File: config.mk
export PLATFORM = sky130hd
export DESIGN_NAME = permutation_rank_index
export DESIGN_NICKNAME = d
export VERILOG_FILES = /design/src/hdl/pri_pkg.sv /design/src/hdl/permutation_rank_index.sv /design/src/hdl/pri_cell.sv
export SDC_FILE = /design/constraint.sdc
export NUM_CORES = 1
export LEC_CHECK = 0
export BUFFER_PORTS_ARGS = -buffer_cell sky130_fd_sc_hd__buf_2
export CORE_MARGIN = 10
export CORE_UTILIZATION = 25
export CTS_BUF_LIST = sky130_fd_sc_hd__clkbuf_4
export CTS_CLUSTER_SIZE = 25
export DETAILED_ROUTE_END_ITERATION = 8
export GPL_ROUTABILITY_DRIVEN = 1
export SLEW_MARGIN = 10
export SYNTH_ARGS = -nofsm -noshare
export SYNTH_HDL_FRONTEND = slang
export SYNTH_SLANG_ARGS = --single-unit
File: constraint.sdc
create_clock -name i_clk -period 10.4 [get_ports i_clk]
set_input_delay 2.08 -clock i_clk [delete_from_list [all_inputs] [get_ports i_clk]]
set_output_delay 2.08 -clock i_clk [all_outputs]
set_load 0.01 [all_outputs]
File: src/hdl/pri_pkg.sv
// Shared types and constants for the permutation rank unit.
// Used by pri_cell, permutation_rank_index and the port checker.
`default_nettype none

package pri_pkg;

    localparam int N        = 8;
    localparam int NIBBLES  = 8;
    // positions actually handled: capped by the eight nibbles of the input
    localparam int CAP      = (N < NIBBLES) ? N : NIBBLES;
    localparam int POS_W    = $clog2(CAP);
    localparam int NIB_W    = 4;
    localparam int IMG_W    = 32;
    localparam int INDEX_W  = 16;
    localparam int SIZE_W   = 4;
    localparam int SEEN_W   = 1 << NIB_W;

    localparam logic [SIZE_W-1:0]  ACTIVE_N_RST = SIZE_W'(8);
    localparam logic [INDEX_W-1:0] INDEX_LIMIT  = INDEX_W'(40320);

    // m! for m = 0..7
    localparam logic [INDEX_W-1:0] FACT [NIBBLES] = '{
        16'd1, 16'd1, 16'd2, 16'd6, 16'd24, 16'd120, 16'd720, 16'd5040
    };

    typedef struct packed {
        logic [IMG_W-1:0]   images;
        logic [SEEN_W-1:0]  seen;
        logic               bad;
        logic [INDEX_W-1:0] rank;
    } t_lane;

endpackage

`default_nettype wire

File: src/hdl/permutation_rank_index.sv
// Permutation rank (Lehmer code) unit: top level with the size register.
// Depends on pri_pkg and pri_cell.
//
// Input channel: i_valid / o_stall carry i_images, nibble k-1 holding the
// image of position k. Output channel: o_valid / i_stall carry o_index and
// o_not_permutation, one result per input transaction, in order.
// Configuration: i_cfg_wr_en writes i_cfg_wr_data into active_n (reset 8);
// a size of 0 counts as 1, sizes above the cell count saturate.
// The datapath is a chain of eight cells, one per position; each cell checks
// its image and adds digit * m! to the running rank. A transaction passes the
// register of each cell in turn; throughput is one transaction per cycle when
// the receiver does not stall, set by the one-register-per-cell chain.
// A stall from the receiver holds the last cell, and the stall ripples back
// only through cells that are full, so empty slots keep filling. o_stall
// rises only when every cell holds a result.
// Reset (synchronous, active low) empties the chain and restores active_n.
`default_nettype none

module permutation_rank_index (
    input  wire                         i_clk,
    input  wire                         i_rst_n,
    input  wire                         i_cfg_wr_en,
    input  wire  [pri_pkg::SIZE_W-1:0]  i_cfg_wr_data,
    input  wire                         i_valid,
    output logic                        o_stall,
    input  wire  [pri_pkg::IMG_W-1:0]   i_images,
    output logic                        o_valid,
    input  wire                         i_stall,
    output logic [pri_pkg::INDEX_W-1:0] o_index,
    output logic                        o_not_permutation
);

    localparam logic [pri_pkg::SIZE_W-1:0] SIZE_CAP = pri_pkg::SIZE_W'(pri_pkg::CAP);

    logic [pri_pkg::SIZE_W-1:0] r_active_n;
    logic [pri_pkg::SIZE_W-1:0] size_eff;

    pri_pkg::t_lane lane  [pri_pkg::CAP+1];
    logic           valid [pri_pkg::CAP+1];
    logic           stall [pri_pkg::CAP+1];

    always_ff @(posedge i_clk) begin
        if (!i_rst_n) begin
            r_active_n <= pri_pkg::ACTIVE_N_RST;
        end else if (i_cfg_wr_en) begin
            r_active_n <= i_cfg_wr_data;
        end
    end

    always_comb begin
        if (r_active_n == '0) begin
            size_eff = pri_pkg::SIZE_W'(1);
        end else if (r_active_n > SIZE_CAP) begin
            size_eff = SIZE_CAP;
        end else begin
            size_eff = r_active_n;
        end
    end

    assign lane[0].images = i_images;
    assign lane[0].seen   = '0;
    assign lane[0].bad    = 1'b0;
    assign lane[0].rank   = '0;
    assign valid[0]       = i_valid;
    assign o_stall        = stall[0];

    assign stall[pri_pkg::CAP] = i_stall;

    for (genvar g = 0; g < pri_pkg::CAP; g++) begin : g_cell
        pri_cell u_cell (
            .i_clk   (i_clk),
            .i_rst_n (i_rst_n),
            .i_pos   (pri_pkg::POS_W'(g)),
            .i_size  (size_eff),
            .i_valid (valid[g]),
            .o_stall (stall[g]),
            .i_lane  (lane[g]),
            .o_valid (valid[g+1]),
            .i_stall (stall[g+1]),
            .o_lane  (lane[g+1])
        );
    end

    assign o_valid           = valid[pri_pkg::CAP];
    assign o_not_permutation = lane[pri_pkg::CAP].bad;
    assign o_index           = lane[pri_pkg::CAP].bad ? '0 : lane[pri_pkg::CAP].rank;

endmodule

`default_nettype wire

File: src/hdl/pri_cell.sv
// One cell of the ranking chain: handles one position of the permutation.
// Depends on pri_pkg (t_lane, FACT, widths).
`default_nettype none

module pri_cell (
    input  wire                        i_clk,
    input  wire                        i_rst_n,
    input  wire  [pri_pkg::POS_W-1:0]  i_pos,
    input  wire  [pri_pkg::SIZE_W-1:0] i_size,
    input  wire                        i_valid,
    output logic                       o_stall,
    input  pri_pkg::t_lane             i_lane,
    output logic                       o_valid,
    input  wire                        i_stall,
    output pri_pkg::t_lane             o_lane
);

    logic                         r_valid;
    pri_pkg::t_lane               r_lane;
    pri_pkg::t_lane               n_lane;
    logic [pri_pkg::NIB_W-1:0]    v;
    logic                         active;
    logic [pri_pkg::POS_W-1:0]    digit;
    logic [pri_pkg::INDEX_W-1:0]  prod;
    logic                         load;

    assign load    = !(r_valid && i_stall);
    assign o_stall = !load;
    assign o_valid = r_valid;
    assign o_lane  = r_lane;

    assign v      = i_lane.images[i_pos*pri_pkg::NIB_W +: pri_pkg::NIB_W];
    assign active = pri_pkg::SIZE_W'(i_pos) < i_size;

    // earlier positions holding a larger image
    always_comb begin
        digit = '0;
        for (int k = 0; k < pri_pkg::CAP; k++) begin
            if ((pri_pkg::POS_W'(k) < i_pos) &&
                (i_lane.images[k*pri_pkg::NIB_W +: pri_pkg::NIB_W] > v)) begin
                digit = digit + 1'b1;
            end
        end
    end

    assign prod = pri_pkg::INDEX_W'(digit) * pri_pkg::FACT[i_pos];

    always_comb begin
        n_lane = i_lane;
        if (active) begin
            n_lane.rank = i_lane.rank + prod;
            if ((v == '0) || (pri_pkg::SIZE_W'(v) > i_size)) begin
                n_lane.bad = 1'b1;
            end else begin
                if (i_lane.seen[v]) begin
                    n_lane.bad = 1'b1;
                end
                n_lane.seen[v] = 1'b1;
            end
        end
    end

    always_ff @(posedge i_clk) begin
        if (!i_rst_n) begin
            r_valid <= 1'b0;
        end else if (load) begin
            r_valid <= i_valid;
        end
    end

    always_ff @(posedge i_clk) begin
        if (load && i_valid) begin
            r_lane <= n_lane;
        end
    end

endmodule

`default_nettype wire

==> metrics.md <==
| Metric | Value |
|---|---|
| Status | `complete, no violations` |
| Hold path depth | `0` |
| Via count | `around 13k` |
| First-pass GRT wire length | `73030 um` |
| Crit path capture type | `flip-flop` |
| Setup TNS | `0 ns` |
| CP dominant cell by count | `ha_1` |
| Final Power | `3.789 mW` |
| Critical path startpoint category | `flip-flop` |
| Post-CTS sizing | `0` |
| WHS Endpoint | `g_cell[1].u_cell.o_lane[48]$_DFFE_PP_` |
| Proportion of layout cells with a drive suffix above 1 | `0.1766` |
| Setup Fix Bufs, Post-CTS | `0` |
| Post-Synth Adder-Cell Area | `0.1450` |
| Initial drt markers | `between 700 and 800` |
| Post-Route WL | `approximately 46000 um` |
| Core Box Area | `0.08501 sq mm` |
| Gr ovfl total | `0` |
| H-tree depth | `3` |
| Fmax | `114.3 MHz` |
| Max cap viols | `0` |
| Cell area after synthesis | `0.02136 sq mm` |
| Fin. max-slew vios | `0` |
| Hold Buf Count CTS | `0` |
| Worst reg-to-reg path cell count | `42` |
| Count leader, synth | `edfxtp_1` |
| Initial antenna violation count | `2` |
| Final period util | `0.8410` |
| Initial core utilization | `0.2513` |
| DIE AREA | `0.09754 sq mm` |
| Worst r2r dst | `g_cell[7].u_cell.o_lane[14]$_SDFFCE_PN0P_` |
| Post-DP HPWL | `around 35000 um` |
| Final #Nets | `1972` |
| Hold_sp | `g_cell[0].u_cell.o_lane[48]$_DFFE_PP_` |
| DIE HEIGHT | `roughly 310 um` |
| Pleak | `9.484 nW` |
| Most area-consuming cells after synthesis | `edfxtp_1 (57%), ha_1 (13%), mux4_2 (3.3%), o21bai_1 (2.6%), inv_1 (2.1%)` |
| CTS Buffer Depth | `3` |
| Dpl ws | `1.658 ns` |
| RSZ-0062 raised after global routing | `false` |
| IO Port Bufs | `slightly below 60` |
| Worst min-delay path class | `flip-flop to flip-flop` |
| Net Count, Synth | `1821` |
| Post-synthesis compound-gate area fraction | `0.1038` |
| Number of setup violations in the final report | `0` |
| DRT antenna net count | `0` |
| Yosys cell types | `~60` |
| Post-synthesis mux area share | `0.04838` |
| Normalized max-slew margin | `0.3132` |
| Top-area cell type share of the netlist area | `0.5665` |
| Worst-Skew Late Latency | `0.85 ns` |
| Main combinational cell family by area after synthesis | `adder cells` |
| GP Congestion | `0.9280` |
| DR vias/cell | `4.354` |
| Clock Skew | `0.05445 ns` |
| Die outline width | `312.3 um` |
| CP max stage delay | `0.51 ns` |
| Row count | `107` |
| Type of the worst setup path | `flip-flop to flip-flop` |
| Seq/Total Area, Yosys | `0.5778` |
| Routed WL per cell | `15.53 um` |
| Main synth FF type | `edfxtp_1` |
| Min Tclk post-route | `8.747 ns` |
| Area grow syn2layout | `15.06%` |
| Crit path required time | `10.93 ns` |
| Total iterations of the first detailed-routing run | `6` |
| Xor-xnor portion of the synthesized cell area | `0.02724` |
| Largest net degree at the start of global routing | `63` |
| Fin worst setup slack | `1.653 ns` |
| CP max FO | `8` |
| Avg Cell Area, Syn | `13.85 sq um` |
| Fillers | `8574` |
| P per Cell Area | `154.1 mW/mm^2` |
| Final hold vios | `0` |
| Flops & latches, synth | `415` |
| Peak supply drop | `0.07352 mV` |
| CTS tree | `built` |
| Slew @ Worst Pin | `1.027 ns` |
| Final core utilization | `0.2891` |
| Clk sinks | `415` |
| Gr usage total | `0.09258` |
| Mapped Cells | `1542` |
| Num CTS Buffers | `107` |
| Ys async rst share | `0` |
| Slowest cell on the critical path | `edfxtp_1` |
| DRC viols | `0` |
| Largest area contributor in the netlist | `edfxtp_1` |
| Vias in the first global route | `13.83k` |
| Yosys warns | `0` |
| Reg2reg start | `g_cell[6].u_cell.o_lane[62]$_DFFE_PP_` |
| Top Ports | `60` |
| Post-Synth Simple-Gate Area | `0.07158` |
| R2R Setup Slk | `1.65 ns` |
| Worst path arrival time | `9.27 ns` |
| Clock slew at reported path FFs | `0.07 ns` |
| Post-synth EDFFs | `403` |
| Clock Root Buffer | `clkbuf_4` |
| Top cells by count, synth | `edfxtp_1 (403), ha_1 (222), inv_1 (119)` |
## metal layers
metal / global-route usage / wire, um / vias to the layer above
met2: 0.1672 / 23340 / 330
li1: - / - / 6195
met1: 0.1015 / 18490 / 6129
met3: 0.02119 / 2099 / 109
met5: 0 / 0 / -
met4: 0.04373 / 1584 / 0
## cells in the final DEF (no fill, tap or decap), types with 11 or more instances in the layout
cell	netlist	layout
edfxtp_1	403	403
ha_1	222	222
clkbuf_4	0	149
inv_1	119	119
a21oi_1	74	74
o21bai_1	74	74
nand2_1	67	67
nor2b_1	65	61
buf_2	0	59
nor2_1	55	55
o21ai_0	47	47
xnor2_1	46	46
nand2b_1	35	35
mux4_2	31	31
clkinv_1	0	27
a21o_1	26	26
nand3_1	25	25
a41o_1	25	25
mux2_2	18	18
xor2_1	16	16
fa_1	16	16
o21a_1	15	15
nor3_1	15	15
clkinv_2	0	15
dfxtp_1	12	12
buf_4	0	12
mux2i_1	11	11
a41oi_1	11	11
o211ai_1	11	11
## kinds of logic after synthesis
family,after synthesis
AND/OR/NAND/NOR,297
multiplexers,61
adder cells (fa/ha/maj),238
AO/OA/AOI/OAI,318
flip-flops,415
other,1
buffers and inverters,148
XOR/XNOR,64
## flip-flops by register name (all words and copies together) (netlist names)
signal / flops
g_cell.u_cell.o_lane: 403
r_active_n: 4
g_cell.u_cell.o_valid: 8
## metrics by stage
step	instances	instance area, sq um	hold slack, ns
after floorplan	1542	21360	0.4003
after global placement	2728	23140	0.4039
after detailed placement	2728	23140	0.4045
after CTS	2928	24570	0.4141
after global routing	2931	24580	0.4153
final	2931	24580	0.4102
## cell type report
type / instances / area [sq um] / area share
flip-flops and latches: 415 / 12340 / 0.5021
multi-input cells: 979 / 8536 / 0.3473
well taps: 1144 / 1431 / 0.05823
clock buffers: 149 / 1119 / 0.04551
inverters: 119 / 446.7 / 0.01817
repair buffers: 71 / 385.4 / 0.01568
clock inverters: 51 / 312.8 / 0.01273
diodes: 3 / 7.507 / 0.0003054
## how the worst max path moves through the flow
| stage | from | endpoint | depth (start not counted) |
|---|---|---|---|
| floorplan | g_cell[6].u_cell.o_lane[62]$_DFFE_PP_ | g_cell[7].u_cell.o_lane[14]$_SDFFCE_PN0P_ | 42 |
| global placement | g_cell[6].u_cell.o_lane[62]$_DFFE_PP_ | g_cell[7].u_cell.o_lane[14]$_SDFFCE_PN0P_ | 40 |
| detailed placement | g_cell[6].u_cell.o_lane[62]$_DFFE_PP_ | g_cell[7].u_cell.o_lane[14]$_SDFFCE_PN0P_ | 42 |
| CTS | g_cell[6].u_cell.o_lane[62]$_DFFE_PP_ | g_cell[7].u_cell.o_lane[14]$_SDFFCE_PN0P_ | 42 |
| global route | g_cell[6].u_cell.o_lane[62]$_DFFE_PP_ | g_cell[7].u_cell.o_lane[14]$_SDFFCE_PN0P_ | 42 |
| finish | g_cell[6].u_cell.o_lane[62]$_DFFE_PP_ | g_cell[7].u_cell.o_lane[14]$_SDFFCE_PN0P_ | 42 |
## power by group
| part | switching (mW) | internal [mW] | total [mW] |
|---|---|---|---|
| sequential | 0.0271 | 1.88 | 1.91 |
| combinational | 0.253 | 0.202 | 0.454 |
| clock | 0.674 | 0.748 | 1.42 |
| total | 0.954 | 2.83 | 3.79 |
## critical path, delay by kind of cell, from the launching register on
| family | cells | cell delay, ns |
|---|---|---|
| flip-flops | 1 | 0.51 |
| adder cells (fa/ha/maj) | 8 | 2.44 |
| buffers and inverters | 5 | 0.69 |
| multiplexers | 2 | 0.57 |
| XOR/XNOR | 7 | 1.56 |
| AO/OA/AOI/OAI | 13 | 2.09 |
| AND/OR/NAND/NOR | 7 | 0.57 |
Note: power is estimated with default switching activity, not from simulation.
